<file path="config.mk">
export PLATFORM = sky130hd
export DESIGN_NAME = mcb_ram
export DESIGN_NICKNAME = d
export VERILOG_FILES = /design/src/rtl/core/mcb_ram.sv
export SDC_FILE = /design/constraint.sdc
export NUM_CORES = 1
export LEC_CHECK = 0
export BUFFER_PORTS_ARGS = -buffer_cell sky130_fd_sc_hd__buf_2
export CORE_MARGIN = 1
export CORE_UTILIZATION = 45
export CTS_CLUSTER_DIAMETER = 30
export DETAILED_ROUTE_END_ITERATION = 10
export PLACE_DENSITY_LB_ADDON = 0.12
export SETUP_SLACK_MARGIN = 0.2
export SLEW_MARGIN = 15
export SYNTH_ARGS = -nofsm -noshare
export SYNTH_HDL_FRONTEND = slang
export SYNTH_SLANG_ARGS = --single-unit
</file>
<file path="constraint.sdc">
create_clock -name clk -period 7.87 [get_ports clk]
set_input_delay 1.9675 -clock clk [delete_from_list [all_inputs] [get_ports clk]]
set_output_delay 1.9675 -clock clk [all_outputs]
set_load 0.05 [all_outputs]
</file>
<file path="src/rtl/core/mcb_ram.sv">
// mcb_ram: generic single-write, single-read synchronous RAM, registered read data.
// No dependencies.
`timescale 1ns / 1ps
`default_nettype none
module mcb_ram #(
  parameter int WIDTH = 32,
  parameter int DEPTH = 16
) (
  input  wire logic                     clk,
  input  wire logic                     we,
  input  wire logic [$clog2(DEPTH)-1:0] waddr,
  input  wire logic [WIDTH-1:0]         wdata,
  input  wire logic                     re,
  input  wire logic [$clog2(DEPTH)-1:0] raddr,
  output      logic [WIDTH-1:0]         rdata
);

  logic [WIDTH-1:0] mem [DEPTH];

  always_ff @(posedge clk) begin
    if (we) begin
      mem[waddr] <= wdata;
    end
    if (re) begin
      rdata <= mem[raddr];
    end
  end

endmodule
`default_nettype wire

</file>
==> impl_metrics.ini, run 1 <==
[drt]
viasPerCell = 5.55
drt_iter0_drc = 732
avgRoutedWirePerCell_um = 26.6
drc = 0
drt-total-wl_um = 45100
drtAntennaViolNets = 0
vias = 9384
drtPass1Iterations = 7

[place]
placed_cells = 1485
place.gp.congestion = 0.682
dp_hpwl_um = 19800
port_buffers = 74

[worst_setup_path]
crit_required_ns = 8.25
r2r_end = rdata[10]
r2r.worst_path.cells = 3
worstSetupEndpointType = flip-flop
r2r_setup_slack_ns = 6.44
r2r_start = mem[10][10]
crit_type = input pin to flip-flop
crit_path_start_kind = input pin
worst-path-max-fanout = 83
crit_arrival_ns = 4.11

[logic_synthesis]
async_flop_share = 0
synth.area.top_cells = edfxtp_1, mux4_2, a22oi_1, nand2_1, buf_4
synth_edf_count = 544
ys_top_cells_by_count = edfxtp_1, mux4_2, a22oi_1, nand2_1, clkbuf_1
synth_top_area_frac = 0.810
yosysWarnings = 0
ys_types = 17
synth-seq-cells = 544
syn_nets = 881
yosysMostFrequentCell = edfxtp_1
seq_area_frac_synth = 0.810
syn_area_per_cell_sq_um = 24.1
ys.flop_type = edfxtp_1
syn_inst = 838
syn_area_sq_um = 20200
synth.largest_area_cell = edfxtp_1

[clocking]
cts_hold_buf = 0
numCtsBuffers = 112
clk_pin_slew_ns = 0.05
cts.htree.levels = 3
postCtsSetupRepairBufs = 0
cts_tree = yes
clkLatencyLatePin_ns = 0.63
postCtsResizedCells = 0
cts_root_buf = clkbuf_16
cts_num_sinks = 544
clock_path_buffers = 3

[timing]
hold_violations = 0
drv_slew = 0
slew_headroom = 0.371
tightest_slew_ns = 0.944
grt_setup_unrepaired = no
post-route-period-util = 0.474
finalCriticalPeriod_ns = 3.73
timing.fmax_mhz = 268
worst_clock_skew_ns = 0.0223
setup_viol = 0
fin_setup_tns_ns = 0

[grt]
first_global_vias = 9858
grt_max_degree = 84
grt_pass1_wl_um = 65500
gr-total-overflow = 0
antenna_found_initial = 1
grt_usage = 0.207

[min_path]
min_to = rdata[26]
hold_depth = 3
hold_class = flip-flop to flip-flop
hold_start = mem[14][26]

[power_and_ir_drop]
power.switching_mw = 1.69
power_density_nw_per_um2 = 323
power.leakage_nw = 8.28
ir_drop_uv = 179
switching_share = 0.209
p_clk_frac = 0.554
intPower_mw = 6.42
combPwrFrac = 0.040
seqPwrFrac = 0.406

[finish]
syn2layout_area_growth_pct = 24.4
final.fill_count = 3252
drive_gt1_frac = 0.381
antenna_cells = 0
fin_cells = 1692
fin_nets = 1050

[die]
fp.dieW_um = 214
core-area_sq_um = 44200
dieArea_sq_um = 45700
initial_utilization = 0.456
ios = 75
num_rows = 77
die_h_um = 214

[run]
maxCapViolCount = 0

[status]
status = finished clean
layout make-up:
cell class,instances,area (sq um),share of cell area
Timing Repair Buffer,98,578,0.0230
Clock inverter,80,764,0.0305
Sequential cell,544,16300,0.651
Clock buffer,127,2920,0.116
Tap cell,592,741,0.0295
Multi-Input combinational cell,251,3750,0.149
per-stage QoR:
step / hold slack [ns] / power, mW / worst slack (ns) / util / instance area (sq um)
2_1_floorplan: 0.710 / 3.55 / 2.72 / - / 20200
3_3_place_gp: 0.728 / 3.67 / 3.43 / 0.484 / 21400
3_5_place_dp: 0.730 / 3.67 / 3.41 / 0.484 / 21400
4_1_cts: 0.734 / 8.18 / 4.07 / 0.567 / 25100
5_1_grt: 0.765 / 8.35 / 3.94 / 0.567 / 25100
6_report: 0.728 / 8.11 / 4.14 / 0.567 / 25100
critical path: stages:
cell and delay [ns]:
buf_6 0.64, buf_4 0.68, mux4_2 0.42, a22oi_1 0.24, nand2_1 0.07
power by group through the flow:
stage	clock (mW)	sequential, mW	combinational [mW]
CTS	4.55	3.29	0.331
finish	4.50	3.29	0.324
floorplan	0	3.39	0.156
detailed placement	0	3.34	0.330
global placement	0	3.34	0.327
global route	4.70	3.30	0.349
cells by family after synthesis:
| group | synth area share |
|---|---|
| compound gates | 0.0238 |
| buf+inv | 0.0110 |
| flops | 0.810 |
| mux | 0.143 |
| simple gates | 0.0125 |
worst max-delay path by stage:
stage               startpoint  cells after the start        end  slack (ns)
floorplan             waddr[2]                      2  mem[0][0]        2.72
global placement      raddr[1]                      5   rdata[1]        3.43
detailed placement    raddr[0]                      5   rdata[1]        3.41
CTS                   raddr[1]                      5   rdata[1]        4.07
global route          raddr[0]                      5   rdata[1]        3.94
finish                raddr[1]                      5   rdata[1]        4.14
registers in the layout, summed over array words and instances, names as in the netlist:
signal,cells
rdata,32
mem,512
layer usage:
layer,up-vias,part of all wire,GRT usage
met3,58,0.057,0.0438
li1,4003,-,-
met5,-,0.00029,0
met1,5026,0.46,0.305
met4,2,0.017,0.0702
met2,295,0.47,0.309
cell usage in the layout (no fill, tap or decap), drive strengths merged:
| master | Yosys | routed |
|---|---|---|
| nand2 | 33 | 33 |
| buf | 26 | 97 |
| nor3 | 4 | 4 |
| mux4 | 128 | 128 |
| nor2b | 2 | 2 |
| and2 | 1 | 1 |
| clkbuf | 17 | 128 |
| a22oi | 64 | 64 |
| clkinvlp | 0 | 13 |
| edfxtp | 544 | 544 |
| nand3 | 1 | 1 |
| clkinv | 0 | 48 |
| or3b | 1 | 1 |
| nor2 | 13 | 13 |
| inv | 0 | 7 |
| nand3b | 2 | 2 |
| bufinv | 0 | 12 |
| nand2b | 2 | 2 |
No activity file was read; power rests on OpenSTA's default activity.
==> run 2, diff against run 1 <==
Settings changed: ABC_AREA set to 1.
Clock period 7.87 ns to 3.2 ns, I/O delays scaled along.
==> run 2 against run 1 <==
Effect of this change: power increased to 2.6 times the previous value; first-iteration DRC count grew 66%; routed wire length grew 26%; clock-buffer cell count unchanged; cell area is 13% higher; synthesized cell count rose to 2.5 times the previous value; worst hold slack got worse by 0.19 ns; critical endpoint is now rdata[12]; largest cell class unchanged.
==> impl_metrics.ini, run 2 <==
[place]
place.gp.congestion = 0.758
placed_cells = 2801
port_buffers = 74
dp_hpwl_um = 25900
place_ws_ns = 0.644

[worst_setup_path]
worst-path-max-fanout = 1
max_stage_delay_ns = 0.41
crit_required_ns = 2.40
worstSetupEndpointType = output port
critPathBufInv = 1
r2r.worst_path.cells = 6
critPathTopFamily = flip-flops
crit_path_start_kind = flip-flop
crit_arrival_ns = 1.36
critical_path.cell_chain = buf_2
crit_type = flip-flop to output port
critPathSlowestCell = edfxtp_1
path_depth = 1

[drt]
viasPerCell = 4.96
vias = 15000
drtPass1Iterations = 5
drt-total-wl_um = 56800
avgRoutedWirePerCell_um = 18.8
drc = 0
drt_iter0_drc = 1218
drtAntennaViolNets = 0

[grt]
antenna_found_initial = 0
first_global_vias = 14900
gr-total-overflow = 0
grt_pass1_wl_um = 88000
grt_usage = 0.224
grt_max_degree = 129

[finish]
final.fill_count = 4170
antenna_cells = 0
fin_nets = 2290
regMostFlops = mem
largest_reg_flops = 512
syn2layout_area_growth_pct = 22.7
drive_gt1_frac = 0.134
reg_top3 = mem (512), rdata (32)
fin_cells = 3017
mostFrequentLayoutCells = nand2_1, edfxtp_1, inv_1
layout_commonest_cell = nand2_1

[logic_synthesis]
syn_area_per_cell_sq_um = 10.9
synth_top_area_frac = 0.709
syn_nets = 2163
seq_area_frac_synth = 0.709
ys_top_cells_by_count = nand2_1, edfxtp_1, inv_1, nand3_1, buf_2
syn_inst = 2120
async_flop_share = 0
synth_edf_count = 544
ys_types = 14
synth.largest_area_cell = edfxtp_1
ys.flop_type = edfxtp_1
yosysMostFrequentCell = nand2_1
synth.area.top_cells = edfxtp_1, nand2_1, nand3_1, inv_1, buf_6
yosysWarnings = 0
synth-seq-cells = 544
syn_area_sq_um = 23100

[clocking]
postCtsSetupRepairBufs = 0
clock_path_buffers = 3
cts.htree.levels = 3
clk_pin_slew_ns = 0.05
cts_num_sinks = 544
numCtsBuffers = 116
cts_tree = yes
cts_root_buf = clkbuf_16
clkLatencyLatePin_ns = 0.64
postCtsResizedCells = 0
cts_hold_buf = 0

[power_and_ir_drop]
ir_drop_uv = 420
power.total_mw = 21.0
power.leakage_nw = 12.0
power_density_nw_per_um2 = 743

[timing]
slew_headroom = 0.483
drv_slew = 0
fin_setup_tns_ns = 0
setup_viol = 0
grt_setup_unrepaired = no
tightest_slew_ns = 0.775
worst_clock_skew_ns = 0.0157
post-route-period-util = 0.675
worst_slack_ns = 1.04
timing.fmax_mhz = 463
finalCriticalPeriod_ns = 2.16
hold_violations = 0

[die]
die_h_um = 228
ios = 75
initial_utilization = 0.458
dieArea_sq_um = 52100
fp.dieW_um = 228
core-area_sq_um = 50400
num_rows = 82

[status]
status = finished clean

[min_path]
hold_depth = 1
hold_class = input pin to flip-flop

[run]
maxCapViolCount = 0
run 2: final cells by class:
type	count	area, sq um	share of cell area
tap	672	841	0.0297
clock buffer	127	3010	0.106
clock inverter	89	962	0.0340
inverter	390	1470	0.0521
timing repair buffer	114	985	0.0348
multi-input combinational	1081	4670	0.165
sequential	544	16300	0.578
run 2: metal layers:
metal  vias to the layer above  routed length (um)  global-route usage
li1                       7182                   -                   -
met1                      7259               25800               0.311
met2                       431               26300               0.352
met3                        95                3300              0.0398
met4                         0                1350              0.0845
met5                         -                   0                   0
run 2: worst paths after layout:
| check | start | end | slack, ns |
|---|---|---|---|
| worst max-delay path | rdata[12] | rdata[12] | 1.04 |
| worst min-delay path | wdata[5] | mem[11][5] | 0.54 |
| worst max register to register | mem[3][30] | rdata[30] | 2.10 |
| worst min register to register | mem[10][20] | rdata[20] | 0.72 |
run 2: kinds of logic (layout without fill, tap and decap cells):
family | after synthesis | after routing | share of synthesized area
flops | 544 | 544 | 0.709
buf+inv | 495 | 720 | 0.0941
simple gates | 1081 | 1081 | 0.197
run 2: through the flow:
stage          hold WS (ns)  cell area (sq um)   util
2_1_floorplan         0.683              23100      -
3_3_place_gp          0.708              24300  0.482
3_5_place_dp          0.716              24300  0.482
4_1_cts               0.500              28300  0.561
5_1_grt               0.533              28300  0.561
6_report              0.535              28300  0.561
run 2: power breakdown:
group	internal, mW	switching (mW)
Clock	8.14	3.74
Combinational	0.265	0.765
Sequential	8.05	0.0446
Total	16.5	4.55
