==> src/rtl/core/mcb_pkg.sv <==
// mcb_pkg: constants, command codes, operation and state types of the MIB counter bank.
// Used by every RTL file of the block but mcb_ram; depends on nothing.
`timescale 1ns / 1ps
`default_nettype none
package mcb_pkg;

  localparam int NUM_IFACES     = 4;
  localparam int GLOBAL_COUNT   = 100;
  localparam int IFACE_COUNT    = 13;
  localparam int ESTAB_GAUGE_ID = 90;
  localparam int SPEED_GAUGE_ID = 0;
  localparam int QLEN_GAUGE_ID  = 12;

  localparam int CMD_W      = 3;
  localparam int IDX_W      = 8;
  localparam int DATA_W     = 32;
  localparam int IFACE_CELLS = NUM_IFACES * IFACE_COUNT;
  localparam int MEM_DEPTH  = GLOBAL_COUNT + IFACE_CELLS;
  localparam int ADDR_W     = $clog2(MEM_DEPTH);

  typedef enum logic [CMD_W-1:0] {
    CMD_CLEAR    = 3'd0,
    CMD_BUMP     = 3'd1,
    CMD_SET      = 3'd2,
    CMD_READ     = 3'd3,
    CMD_IF_BUMP  = 3'd4,
    CMD_IF_SET   = 3'd5,
    CMD_IF_READ  = 3'd6,
    CMD_RSVD     = 3'd7
  } cmd_t;

  typedef enum logic [2:0] {
    OP_NONE,
    OP_CLEAR,
    OP_ADD,
    OP_SET,
    OP_READ
  } op_kind_t;

  typedef struct packed {
    op_kind_t          kind;
    logic              legal;
    logic [ADDR_W-1:0] addr;
  } mcb_op_t;

  typedef struct packed {
    logic              re;
    logic [ADDR_W-1:0] raddr;
    logic              we;
    logic [ADDR_W-1:0] waddr;
    logic [DATA_W-1:0] wdata;
  } mcb_ram_req_t;

  typedef enum logic [1:0] {
    ST_IDLE,
    ST_EXEC,
    ST_CLEAR
  } state_t;

endpackage
`default_nettype wire

==> src/rtl/core/mcb_engine.sv <==
// mcb_engine: command sequencer; memory read-modify-write, clear sweep, bound flag,
// held value and the result register. Depends on mcb_pkg.
`timescale 1ns / 1ps
`default_nettype none
module mcb_engine
  import mcb_pkg::*;
(
  input  wire logic              clk,
  input  wire logic              rst_n,
  input  wire logic              in_valid,
  output      logic              in_ready,
  input  wire mcb_op_t           in_op,
  input  wire logic [DATA_W-1:0] in_value,
  output      mcb_ram_req_t      ram_req,
  input  wire logic [DATA_W-1:0] ram_rdata,
  output      logic              out_valid,
  input  wire logic              out_ready,
  output      logic [DATA_W-1:0] out_value,
  output      logic              out_status
);

  localparam logic [ADDR_W-1:0] LAST_ADDR = ADDR_W'(MEM_DEPTH - 1);

  state_t            st_r, st_nxt;
  mcb_op_t           op_r, op_nxt;
  logic [DATA_W-1:0] val_r, val_nxt;
  logic [ADDR_W-1:0] clr_r, clr_nxt;
  logic              bound_r, bound_nxt;
  logic [DATA_W-1:0] held_r, held_nxt;
  logic              out_valid_r, out_valid_nxt;
  logic [DATA_W-1:0] out_value_r, out_value_nxt;
  logic              out_status_r, out_status_nxt;
  logic              accept;
  logic              load_ok;
  logic              ok;

  always_ff @(posedge clk) begin
    if (!rst_n) begin
      st_r        <= ST_IDLE;
      bound_r     <= 1'b0;
      held_r      <= '0;
      out_valid_r <= 1'b0;
    end else begin
      st_r        <= st_nxt;
      bound_r     <= bound_nxt;
      held_r      <= held_nxt;
      out_valid_r <= out_valid_nxt;
    end
  end

  always_ff @(posedge clk) begin
    op_r         <= op_nxt;
    val_r        <= val_nxt;
    clr_r        <= clr_nxt;
    out_value_r  <= out_value_nxt;
    out_status_r <= out_status_nxt;
  end

  always_comb begin
    in_ready       = st_r == ST_IDLE;
    accept         = in_valid && in_ready;
    load_ok        = !out_valid_r || out_ready;
    ok             = op_r.legal && bound_r;

    st_nxt         = st_r;
    op_nxt         = op_r;
    val_nxt        = val_r;
    clr_nxt        = clr_r;
    bound_nxt      = bound_r;
    held_nxt       = held_r;
    out_valid_nxt  = out_valid_r && !out_ready;
    out_value_nxt  = out_value_r;
    out_status_nxt = out_status_r;

    ram_req.re     = accept;
    ram_req.raddr  = in_op.addr;
    ram_req.we     = 1'b0;
    ram_req.waddr  = op_r.addr;
    ram_req.wdata  = val_r;

    unique case (st_r)
      ST_IDLE: begin
        if (accept) begin
          op_nxt  = in_op;
          val_nxt = in_value;
          clr_nxt = '0;
          st_nxt  = (in_op.kind == OP_CLEAR) ? ST_CLEAR : ST_EXEC;
        end
      end
      ST_EXEC: begin
        if (load_ok) begin
          case (op_r.kind)
            OP_ADD: begin
              ram_req.we    = ok;
              ram_req.wdata = ram_rdata + val_r;
            end
            OP_SET: begin
              ram_req.we    = ok;
              ram_req.wdata = val_r;
            end
            OP_READ: begin
              held_nxt = ok ? ram_rdata : '0;
            end
            default: begin
            end
          endcase
          out_valid_nxt  = 1'b1;
          out_value_nxt  = held_nxt;
          out_status_nxt = !ok;
          st_nxt         = ST_IDLE;
        end
      end
      ST_CLEAR: begin
        ram_req.we    = 1'b1;
        ram_req.waddr = clr_r;
        ram_req.wdata = '0;
        if (clr_r != LAST_ADDR) begin
          clr_nxt = clr_r + 1'b1;
        end else if (load_ok) begin
          held_nxt       = '0;
          bound_nxt      = 1'b1;
          out_valid_nxt  = 1'b1;
          out_value_nxt  = '0;
          out_status_nxt = 1'b0;
          st_nxt         = ST_IDLE;
        end
      end
      default: begin
        st_nxt = ST_IDLE;
      end
    endcase

    out_valid  = out_valid_r;
    out_value  = out_value_r;
    out_status = out_status_r;
  end

`ifndef SYNTHESIS
  a_no_write_idle: assert property (@(posedge clk) disable iff (!rst_n)
    !(st_r == ST_IDLE && ram_req.we))
    else $error("memory write while idle");

  a_exec_after_accept: assert property (@(posedge clk) disable iff (!rst_n)
    (accept && in_op.kind != OP_CLEAR) |=> st_r == ST_EXEC)
    else $error("accepted word did not enter execute");

  a_bound_sticks: assert property (@(posedge clk) disable iff (!rst_n)
    bound_r |=> bound_r)
    else $error("bound flag dropped without reset");

  a_write_legal: assert property (@(posedge clk) disable iff (!rst_n)
    (ram_req.we && st_r == ST_EXEC) |-> (op_r.legal && bound_r))
    else $error("refused command wrote a counter");
`endif

endmodule
`default_nettype wire

==> config.mk <==
export PLATFORM = sky130hd
export DESIGN_NAME = mcb_engine
export DESIGN_NICKNAME = d
export VERILOG_FILES = /design/src/rtl/core/mcb_pkg.sv /design/src/rtl/core/mcb_engine.sv
export SDC_FILE = /design/constraint.sdc
export NUM_CORES = 1
export LEC_CHECK = 0
export BUFFER_PORTS_ARGS = -buffer_cell sky130_fd_sc_hd__buf_4
export CORE_MARGIN = 3
export CORE_UTILIZATION = 40
export CTS_BUF_LIST = sky130_fd_sc_hd__clkbuf_2
export DETAILED_ROUTE_END_ITERATION = 10
export HOLD_SLACK_MARGIN = 0.02
export PLACE_DENSITY = 0.63
export SLEW_MARGIN = 10
export SYNTH_ARGS = -nofsm -noshare
export SYNTH_HDL_FRONTEND = slang
export SYNTH_SLANG_ARGS = --single-unit
==> constraint.sdc <==
create_clock -name clk -period 3.93 [get_ports clk]
set_clock_uncertainty 0.1 [all_clocks]
set_input_delay 0.393 -clock clk [delete_from_list [all_inputs] [get_ports clk]]
set_output_delay 0.393 -clock clk [all_outputs]
set_load 0.01 [all_outputs]
==> key figures <==
Global route
  • Vias in the first global route: 6362
  • First-pass GRT wire length: 33.2 mm
  • Largest net degree at the start of global routing: 57
  • Initial antenna violation count: 1
  • Gr ovfl total: 0
  • GRT Resource Usage Total: 22.6%

Clock network
  • CTS max path bufs: 2
  • Clock Latency Late Sink: 0.71 ns
  • Clock Root Buffer: clkbuf_2
  • CTS clk-pin slew, worst paths: 0.21 ns
  • Htree depth: 4
  • Clk sink count: 121
  • Cts bufs inserted: 17
  • CTS tree: yes

Routing
  • Iter 0 DRT Violations: 560
  • Average wire per standard cell: 18.2 um
  • Via density: 5.58
  • Drt drc: 0
  • Via total after detailed routing: 6549
  • Post-Route WL: 21.4 mm
  • Number of routed nets with antenna violations: 0
  • Pre-antenna DRT Iters: 5

Floorplan
  • Die Span Y: 138 um
  • Initial Util: 41.4%
  • Die area: 19000 um2
  • I/O pin count: 165
  • Core area: 16800 um2
  • Standard-cell row count: 47
  • Die Wd: 138 um

STA
  • Tmin final: 3.96 ns
  • Final setup margin: -0.0252 ns
  • Period utilization: 101%
  • Final hold viol count: 0
  • F_max: 253 MHz
  • Max-Slew Margin vs Limit: 20.7%
  • Slew Viols, Final: 0
  • Least-Margin Pin Slew: 1.19 ns
  • RSZ-0062 raised after global routing: yes
  • # setup viols final: 1

Pwr
  • Cell leakage power: 3.85 nW
  • PD cells: 328 nW/um2
  • Peak supply drop: 0.182 mV

Synth
  • Yosys warnings: 0
  • Post-synthesis xor/xnor area fraction: 3.27%
  • Share of flip-flops with an asynchronous set or reset: 0%
  • FF+latch count, synth: 121
  • Synth cell types: 66
  • Syn_nets: 818
  • Mapped Cells: 702
  • Post-Synth Adder-Cell Area: 6.58%
  • Mapped Area: 6960 um2
  • Compound-Gate Fraction of Synth Area: 20.9%
  • Largest family of logic cells by synthesized area: compound AO/OA/AOI/OAI gates
  • Register area share after synthesis: 47.0%
  • Post-synth EDFFs: 85
  • Mux cell area share after synthesis: 1.44%
  • Commonest register cell after synthesis: edfxtp_1
  • Post-Syn Area per Cell: 9.92 um2
  • Simple-gate share of the synthesized area: 16.8%

Setup path
  • Worst Setup Start Kind: flip-flop
  • Critical path arrival: 3.46 ns
  • Reg2Reg Depth: 9
  • Crit. End Element: primary output
  • Required time of the critical path: 3.44 ns
  • CP Class: reg2out
  • Max FO, Critical Path: 4

Worst hold path
  • Hold/Removal Path Class: in2reg
  • Hold Path Depth: 3

Outcome
  • Failing checks: negative setup slack
  • Outcome: complete, but fails checks

Finish
  • Fin cells: 1174
  • Post-layout nets: 1055
  • Reg area: 3270 um2
  • FILL cells: 1476
  • Synthesis-to-finish area growth: 38.8%
  • Commonest non-fill, non-tap cell in the layout: buf_4
  • Finished layout cell area: 9670 um2
  • Multi-input gate area: 3610 um2
  • Share of cells above drive strength 1: 28.7%
  • Commonest cells after routing, fill and taps aside: 190 x buf_4, 85 x edfxtp_1, 75 x dlygate4sd3_1

Placement
  • Final HPWL from detailed placement: 14.8 mm
  • Dpl cells: 1049
  • Cell Area, Placed: 8340 um2
  • Routability cong.: 0.884
  • Worst slack, placed: 0.437 ns
  • Port bufs: 164

Flow run
  • Max_cap viols: 0
==> worst max-delay path: stages, from the launching register on <==
cell and delay [ns]:
edfxtp_1 0.50, ha_4 0.21, fa_2 0.35, a21o_1 0.18
a21o_1 0.21, and4_4 0.24, o21ai_4 0.19, a31oi_1 0.14
or4_1 0.44, nand3_1 0.09, o21ai_1 0.06, buf_4 0.14
==> synth_stat cells, drive strengths merged (2+ instances only) <==
master	number	area share, %
a211oi	3	0.40
a21boi	2	0.22
a21o	20	2.2
a21oi	62	4.5
a221o	2	0.29
a22o	2	0.25
a22oi	48	5.2
a31o	3	0.38
a31oi	8	0.72
a32o	3	0.43
and2	15	1.3
and3	13	1.2
buf	14	1.3
clkbuf	34	1.8
dfxtp	36	10
edfxtp	85	37
ha	35	6.3
inv	16	0.86
mux2	8	1.3
nand2	69	3.7
nand3	48	3.4
nand4	7	0.72
nor2	23	1.3
nor2b	37	3.3
nor3	3	0.29
nor3b	2	0.22
o2111ai	2	0.25
o21a	2	0.22
o21ai	27	2.0
o21bai	6	0.65
o2bb2ai	14	1.8
o311ai	2	0.25
o31ai	3	0.32
or3	3	0.27
or4	2	0.22
xnor2	18	2.3
xor2	8	1.0
==> sequential cells by signal (all words and copies together) (netlist names) <==
register,flops
st_r,2
val_r,32
clr_r,8
out_valid,1
out_status,1
held_r,32
op_r,12
bound_r,1
out_value,32
==> cells by family (layout without fill, tap and decap cells) <==
| kind of cell | count (synthesis) | count (layout) |
|---|---|---|
| simple gates | 229 | 229 |
| fa+ha+maj | 36 | 36 |
| mux | 9 | 9 |
| compound gates | 216 | 216 |
| flops | 121 | 121 |
| other cells | 0 | 2 |
| xor+xnor | 26 | 26 |
| buf+inv | 65 | 315 |
==> routing by layer <==
metal  wire length, um  up-vias  share of wire [%]  track usage (%)
met1              9270     3137                 43             30.7
li1                  -     3098                  -                -
met5                 0        -                  0                0
met4               393        0                1.8             8.07
met2              9920      284                 46             35.5
met3              1790       30                8.4             5.04
==> power breakdown <==
group          switching [W]  internal, W
clock network       0.000488     0.000361
registers          0.0000357      0.00143
logic               0.000445     0.000409
==> final timing paths <==
path                             endpoint  slack, ns                  from
setup / recovery              ram_req[24]      -0.03    val_r[0]$_DFFE_PP_
hold reg to reg      bound_r$_SDFFE_PN0P_       0.39  bound_r$_SDFFE_PN0P_
hold / removal    out_value[10]$_DFFE_PP_       0.06         ram_rdata[10]
setup reg to reg     st_r[1]$_SDFFE_PN0P_       1.07  st_r[0]$_SDFFE_PN0P_
==> metrics by stage <==
step	util [%]	TNS (ns)	hold slack [ns]	total power [W]
floorplan	-	0	0.332	0.00192
global placement	49.6	0	0.345	0.00221
detailed placement	49.6	0	0.349	0.00222
CTS	56.6	0	0.0229	0.00315
global route	57.5	-1.35	0.0213	0.00333
finish	57.5	-0.0252	0.0633	0.00317
==> timing repair <==
item,in CTS,in global routing
endpoints found under the hold margin,107,0
setup endpoints to repair,12,16
setup buffers,11,5
pin swaps,12,8
hold buffers,75,0
resized for setup,22,20
==> layout make-up <==
type,count,share of cell area [%]
Multi-Input combinational cell,516,37.4
Timing Repair Buffer,266,22.6
Antenna cell,2,0.0518
Clock inverter,12,1.55
Sequential cell,121,33.9
Clock buffer,20,1.04
Tap cell,220,2.85
Inverter,17,0.660
No activity file was read; power rests on OpenSTA's default activity.
