[src/rtl/core/mcb_pkg.sv]
// mcb_pkg: constants, command codes, operation and state types of the MIB counter bank.
// Used by every RTL file of the block but mcb_ram; depends on nothing.
`timescale 1ns / 1ps
`default_nettype none
package mcb_pkg;

  localparam int NUM_IFACES     = 4;
  localparam int GLOBAL_COUNT   = 100;
  localparam int IFACE_COUNT    = 13;
  localparam int ESTAB_GAUGE_ID = 90;
  localparam int SPEED_GAUGE_ID = 0;
  localparam int QLEN_GAUGE_ID  = 12;

  localparam int CMD_W      = 3;
  localparam int IDX_W      = 8;
  localparam int DATA_W     = 32;
  localparam int IFACE_CELLS = NUM_IFACES * IFACE_COUNT;
  localparam int MEM_DEPTH  = GLOBAL_COUNT + IFACE_CELLS;
  localparam int ADDR_W     = $clog2(MEM_DEPTH);

  typedef enum logic [CMD_W-1:0] {
    CMD_CLEAR    = 3'd0,
    CMD_BUMP     = 3'd1,
    CMD_SET      = 3'd2,
    CMD_READ     = 3'd3,
    CMD_IF_BUMP  = 3'd4,
    CMD_IF_SET   = 3'd5,
    CMD_IF_READ  = 3'd6,
    CMD_RSVD     = 3'd7
  } cmd_t;

  typedef enum logic [2:0] {
    OP_NONE,
    OP_CLEAR,
    OP_ADD,
    OP_SET,
    OP_READ
  } op_kind_t;

  typedef struct packed {
    op_kind_t          kind;
    logic              legal;
    logic [ADDR_W-1:0] addr;
  } mcb_op_t;

  typedef struct packed {
    logic              re;
    logic [ADDR_W-1:0] raddr;
    logic              we;
    logic [ADDR_W-1:0] waddr;
    logic [DATA_W-1:0] wdata;
  } mcb_ram_req_t;

  typedef enum logic [1:0] {
    ST_IDLE,
    ST_EXEC,
    ST_CLEAR
  } state_t;

endpackage
`default_nettype wire

[src/rtl/core/mcb_decode.sv]
// mcb_decode: maps a command word to an operation kind, range/gauge legality and
// a flat memory address. Depends on mcb_pkg.
`timescale 1ns / 1ps
`default_nettype none
module mcb_decode
  import mcb_pkg::*;
(
  input  wire logic [CMD_W-1:0] cmd,
  input  wire logic [IDX_W-1:0] iface,
  input  wire logic [IDX_W-1:0] counter_id,
  output      mcb_op_t          op
);

  logic              gidx;
  logic              iidx;
  logic              g_gauge;
  logic              i_gauge;
  logic [ADDR_W-1:0] gaddr;
  logic [ADDR_W-1:0] iaddr;

  always_comb begin
    gidx    = counter_id < IDX_W'(GLOBAL_COUNT);
    iidx    = (iface < IDX_W'(NUM_IFACES)) && (counter_id < IDX_W'(IFACE_COUNT));
    g_gauge = counter_id == IDX_W'(ESTAB_GAUGE_ID);
    i_gauge = (counter_id == IDX_W'(SPEED_GAUGE_ID)) ||
              (counter_id == IDX_W'(QLEN_GAUGE_ID));
    gaddr   = ADDR_W'(counter_id);
    // interface rows sit above the global block
    iaddr   = ADDR_W'(GLOBAL_COUNT) + ADDR_W'(iface) * ADDR_W'(IFACE_COUNT)
              + ADDR_W'(counter_id);

    op.kind  = OP_NONE;
    op.legal = 1'b0;
    op.addr  = gaddr;
    unique case (cmd_t'(cmd))
      CMD_CLEAR: begin
        op.kind  = OP_CLEAR;
        op.legal = 1'b1;
      end
      CMD_BUMP: begin
        op.kind  = OP_ADD;
        op.legal = gidx && !g_gauge;
      end
      CMD_SET: begin
        op.kind  = OP_SET;
        op.legal = gidx && g_gauge;
      end
      CMD_READ: begin
        op.kind  = OP_READ;
        op.legal = gidx;
      end
      CMD_IF_BUMP: begin
        op.kind  = OP_ADD;
        op.legal = iidx && !i_gauge;
        op.addr  = iaddr;
      end
      CMD_IF_SET: begin
        op.kind  = OP_SET;
        op.legal = iidx && i_gauge;
        op.addr  = iaddr;
      end
      CMD_IF_READ: begin
        op.kind  = OP_READ;
        op.legal = iidx;
        op.addr  = iaddr;
      end
      default: begin
        op.kind  = OP_NONE;
        op.legal = 1'b0;
      end
    endcase
  end

endmodule
`default_nettype wire

[config.mk]
export PLATFORM = sky130hd
export DESIGN_NAME = mcb_decode
export DESIGN_NICKNAME = d
export VERILOG_FILES = /design/src/rtl/core/mcb_pkg.sv /design/src/rtl/core/mcb_decode.sv
export SDC_FILE = /design/constraint.sdc
export NUM_CORES = 1
export LEC_CHECK = 0
export BUFFER_PORTS_ARGS = -buffer_cell sky130_fd_sc_hd__buf_2
export CAP_MARGIN = 30
export CORE_ASPECT_RATIO = 1.1
export CORE_MARGIN = 3
export CORE_UTILIZATION = 35
export DETAILED_ROUTE_END_ITERATION = 8
export PLACE_DENSITY_LB_ADDON = 0.15
export SYNTH_ARGS = -nofsm -noshare
export SYNTH_HDL_FRONTEND = slang
export SYNTH_SLANG_ARGS = --single-unit
[constraint.sdc]
create_clock -name vclk -period 3.8
set_input_delay 0.38 -clock vclk [all_inputs]
set_output_delay 0.38 -clock vclk [all_outputs]
set_load 0.01 [all_outputs]
==> run summary, run 1 <==
Status - complete, no violations
Post-Route WL - 2190 um
Cell Area, Synth - 960 sq um
Pre-CTS WS - 166 ps
TNS Setup - 0 ps
Cell area after layout - 1180 sq um
Tightest Hold Check Type - input port to output port
Crit-path most repeated cell - inv_1
Top delay family on crit path - adder cells
CP max-delay cell - fa_1
Worst-path fanout max - 3
Placed cell area - 1150 sq um
Die Area - 3410 sq um
Die width - 55.9 um
Switching Fraction - 0.516
Slew headroom - 0.757
Power, Total - 317 uW
Final Critical Period - 3590 ps
Initial DRC count - 14
Distinct cells, synth - 28
Antenna diodes - 0
Pin count of the biggest net entering global routing - 13
Synth warn - 0
GRT overflow - 0
Pint - 153 uW
Buf/Inv on CP - 6
Final Max Tran Viols - 0
Seq/Total Area, Yosys - 0
Peak supply drop - 149 uV
DP HPWL - 1970 um
Crit Path Category - input port to output port
Port bufs - 31
First-pass DRT Iterations - 4
P_sw - 164 uW
Mapped Cells - 120
Syn nets - 168
Finish-stage setup viols - 0
Seq pwr share - 0
RSZ-0062 raised after global routing - no
Vias per cell - 5.04
Antenna Nets Post-Route - 0
First-pass GRT wire length - 3590 um
Detail-routed net length per standard cell - 12.1 um
Crit path capture type - output port
Vias - 907
Placer Congestion - 0.771
CP peak stage delay - 530 ps
Final worst path period share - 0.945
Clk_buf instances - 0
Number of hold violations in the final report - 0
Leakage - 0.000657 uW
GRT Util Overall - 0.130
Die H - 60.9 um
Net count, final - 199
Area delta synth->final - 22.9%
Arr. time, crit path - 3210 ps
Proportion of layout cells with a drive suffix above 1 - 0.248
Max Freq - 279 MHz
I/O pins - 31
Antenna violations before repair - 0
Worst-margin pin slew - 364 ps
Fin Hold WS - 1080 ps
Top cell type by total area after synthesis - ha_1
Synth area leaders - ha_1, fa_1, nand2_1
Clock network power share - 0
Final setup margin - 210 ps
Core area - 2570 sq um
Cell Chain, Critical Path - buf_2 -> inv_1 -> ha_1 -> inv_1 -> fa_1 -> inv_1 -> fa_1 -> inv_1 -> ha_4 -> o21a_1 -> nand2_1 -> a2111oi_2 -> a21oi_1 -> xnor2_1 -> buf_2
Synth cell count leaders - ha_1, nand2_1, inv_1
DR DRC count - 0
Syn_area_per_cell - 8.00 sq um
Max-cap violations - 0
P per Cell Area - 269 nW/um^2
Post-synth top area share - 0.274
Starting density of the core - 0.374
Startpoint types - input port
Sequential cell count - 0
Row count - 19
Combinational cell fraction of total power - 1.000
FF/Latch Area - 0 sq um
Vias in the first global route - 806
CP Data Required Time - 3420 ps
==> cell families (layout without fill, tap and decap cells) <==
kind of cell	count (synthesis)	in the layout	synth area share
AND/OR/NAND/NOR	35	35	0.171
XOR/XNOR	12	12	0.132
adder cells (fa/ha/maj)	29	29	0.441
multiplexers	2	2	0.0209
AO/OA/AOI/OAI	22	22	0.158
buffers and inverters	20	49	0.0782
==> final timing paths <==
check                    startpoint     to  slack, ps  cells past startpoint
worst max-delay path       iface[2]  op[7]        210                     15
worst min-delay path  counter_id[7]  op[7]       1080                      3
==> final cells by class <==
cell class         instances  area [sq um]
fillers                  278          1390
multi-input cells        100           915
repair buffers            32           163
inverters                 17          63.8
well taps                 31          38.8
==> power by group through the flow <==
stage / registers (uW) / logic (uW) / clock network [uW]
2_1_floorplan: 0 / 220 / 0
3_5_place_dp: 0 / 307 / 0
5_1_grt: 0 / 363 / 0
4_1_cts: 0 / 309 / 0
6_report: 0 / 317 / 0
3_3_place_gp: 0 / 302 / 0
==> worst min-delay path, stage by stage <==
cell and delay, ps:
buf_2 120, xnor2_1 60, buf_2 130
==> timing repair <==
| item | CTS | global route |
|---|---|---|
| gates resized for setup | 0 | 3 |
| buffers inserted | 0 | 0 |
| setup endpoints to repair | 0 | 1 |
| hold buffers | 0 | 0 |
==> through the flow <==
stage | std cells | utilization
floorplan | 120 | -
finish | 180 | 0.460
detailed placement | 180 | 0.448
global placement | 180 | 0.448
global route | 180 | 0.460
CTS | 180 | 0.448
==> layer usage <==
metal	wire, um	global-route usage	vias up	share of wire
li1	-	-	468	-
met1	1020	0.190	412	0.47
met2	1050	0.220	22	0.48
met3	63	0	5	0.029
met4	53	0.0271	0	0.024
met5	0	0	-	0
==> placed cells by master, fill, tap and decap left out, types with 3 or more instances in the layout <==
master,count
ha_1,19
a21o_1,3
nor2_1,4
fa_1,8
xor2_1,3
xnor2_1,7
buf_2,31
o21ai_0,4
nand2_1,21
a21oi_1,6
inv_1,17
Power figures use the tool's default switching activity.
==> run 2: changes to the inputs <==
--- a/config.mk
+++ b/config.mk
@@ -11,7 +11,7 @@
 export CORE_MARGIN = 3
 export CORE_UTILIZATION = 35
 export DETAILED_ROUTE_END_ITERATION = 8
-export PLACE_DENSITY_LB_ADDON = 0.15
+export PLACE_DENSITY_LB_ADDON = 0.12
 export SYNTH_ARGS = -nofsm -noshare
 export SYNTH_HDL_FRONTEND = slang
 export SYNTH_SLANG_ARGS = --single-unit
==> run 2 against run 1 <==
Compared with the run above: sequential share of layout area is the same; first-iteration DRC count shrank 50%; combinational power grew 5%; power grew 5.3%; via count shrank 2.4%; core utilization grew 0.73 points; global-route usage grew 0.49 points; die area is the same; sequential cell count is the same; setup slack lost 30 ps; critical path type unchanged; largest power group unchanged.
==> run summary, run 2 (synthesis results as in run 1) <==
Tightest Hold Check Type - input port to output port (unchanged)
Antenna diodes - 0 (unchanged)
Hold path depth - 3 (unchanged)
Vias per cell - 4.92 (was 5.04)
Net count, final - 199 (unchanged)
Starting density of the core - 0.374 (unchanged)
Multi-input logic area - 933 sq um (was 915 sq um)
Most common library cell in the layout ignoring fill and taps - buf_2 (unchanged)
Sequential cell count - 0 (unchanged)
Most frequent cells in the layout - buf_2, nand2_1, ha_1, inv_1, fa_1 (unchanged)
HP Start - counter_id[7] (unchanged)
Vias - 885 (was 907)
Met2 wire length - 1140 um (was 1050 um)
Proportion of layout cells with a drive suffix above 1 - 0.262 (was 0.248)
Arr. time, crit path - 3240 ps (was 3210 ps)
Detail-routed net length per standard cell - 12.5 um (was 12.1 um)
Status - complete, no violations (unchanged)
Final Critical Period - 3620 ps (was 3590 ps)
Crit Path Category - input port to output port (unchanged)
Finish-stage setup viols - 0 (unchanged)
Clk_buf instances - 0 (unchanged)
Die H - 60.9 um (unchanged)
Number of hold violations in the final report - 0 (unchanged)
CP Data Required Time - 3420 ps (about the same)
I/O pins - 31 (unchanged)
Leakage - 0.000659 uW (was 0.000657 uW)
CP peak stage delay - 530 ps (about the same)
Final worst path period share - 0.953 (was 0.945)
Worst-margin pin slew - 412 ps (was 364 ps)
GRT overflow - 0 (unchanged)
Initial DRC count - 7 (was 14)
Slew headroom - 0.725 (was 0.757)
Cell Chain, Critical Path - buf_2 -> inv_1 -> ha_1 -> inv_1 -> fa_1 -> inv_1 -> fa_1 -> inv_1 -> ha_4 -> o21a_1 -> nand2_2 -> a2111oi_4 -> a21oi_2 -> xnor2_1 -> buf_2 (was buf_2 -> inv_1 -> ha_1 -> inv_1 -> fa_1 -> inv_1 -> fa_1 -> inv_1 -> ha_4 -> o21a_1 -> nand2_1 -> a2111oi_2 -> a21oi_1 -> xnor2_1 -> buf_2)
Crit path capture type - output port (unchanged)
DR DRC count - 0 (unchanged)
Hold Path End - op[7] (unchanged)
Max-cap violations - 0 (unchanged)
First-pass DRT Iterations - 4 (unchanged)
Core area - 2570 sq um (unchanged)
Max Freq - 276 MHz (was 279 MHz)
DP HPWL - 1950 um (was 1970 um)
Antenna violations before repair - 0 (unchanged)
P per Cell Area - 278 nW/um^2 (was 269 nW/um^2)
Area delta synth->final - 24.9% (was 22.9%)
Startpoint types - input port (unchanged)
Post-Route WL - 2250 um (was 2190 um)
Worst-path fanout max - 3 (unchanged)
Row count - 19 (unchanged)
Die width - 55.9 um (unchanged)
Placer Congestion - 0.782 (was 0.771)
GRT Util Overall - 0.134 (was 0.130)
Antenna Nets Post-Route - 0 (unchanged)
Die Area - 3410 sq um (unchanged)
Fin Hold WS - 1090 ps (was 1080 ps)
Pin count of the biggest net entering global routing - 13 (unchanged)
Top sig layer - met3 (was met4)
FF/Latch Area - 0 sq um (unchanged)
Routed wl met3 - 55 um (was 63 um)
Filler instances - 280 (was 278)
Crit-path most repeated cell - inv_1 (unchanged)
CP max-delay cell - fa_1 (unchanged)
Vias in the first global route - 834 (was 806)
Hold_buf cts - 0 (unchanged)
Peak supply drop - 174 uV (was 149 uV)
TNS Setup - 0 ps (unchanged)
Final Max Tran Viols - 0 (unchanged)
Metal-1 WL - 1060 um (was 1020 um)
Port bufs - 31 (unchanged)
First-pass GRT wire length - 3770 um (was 3590 um)
==> run 2: stage by stage <==
stage / instance area (sq um) / worst slack (ps) / power (uW) / instances / utilization
global route: 1200 / -0.278 / 382 / 180 / 0.467
detailed placement: 1150 / 131 / 306 / 180 / 0.448
global placement: 1150 / 147 / 303 / 180 / 0.448
floorplan: 960 / 354 / 220 / 120 / -
finish: 1200 / 180 / 334 / 180 / 0.467
CTS: 1150 / 103 / 308 / 180 / 0.448
==> run 2: final cells by class <==
type | count | area share
inverters | 17 | 0.0532
multi-input cells | 100 | 0.779
well taps | 31 | 0.0324
repair buffers | 32 | 0.136
==> run 2: worst max-delay path by stage <==
| stage | startpoint | to | slack, ps |
|---|---|---|---|
| floorplan | iface[1] | op[7] | 350 |
| global placement | iface[1] | op[7] | 150 |
| detailed placement | iface[1] | op[7] | 130 |
| CTS | iface[1] | op[7] | 100 |
| global route | iface[2] | op[7] | -0.3 |
| finish | iface[2] | op[7] | 180 |
==> run 2: what timing repair did <==
| item | in CTS | in global routing |
|---|---|---|
| setup endpoints to repair | 0 | 1 |
| setup buffers | 0 | 0 |
| gates resized for setup | 0 | 6 |
==> run 2: worst max-delay path, delay by kind of cell <==
kind	cells	cell delay, ps
xor+xnor	1	180
fa+ha+maj	4	1590
simple gates	1	80
compound gates	3	500
buf+inv	6	500
==> run 2: metal layers <==
layer | global-route usage | up-vias
met2 | 0.248 | 12
met5 | 0 | -
met3 | 0.00426 | 0
met4 | 0 | 0
li1 | - | 470
met1 | 0.189 | 403
==> run 2: where the power goes <==
| group | switching, uW | internal [uW] |
|---|---|---|
| Combinational | 176 | 158 |
| Clock | 0 | 0 |
| Sequential | 0 | 0 |
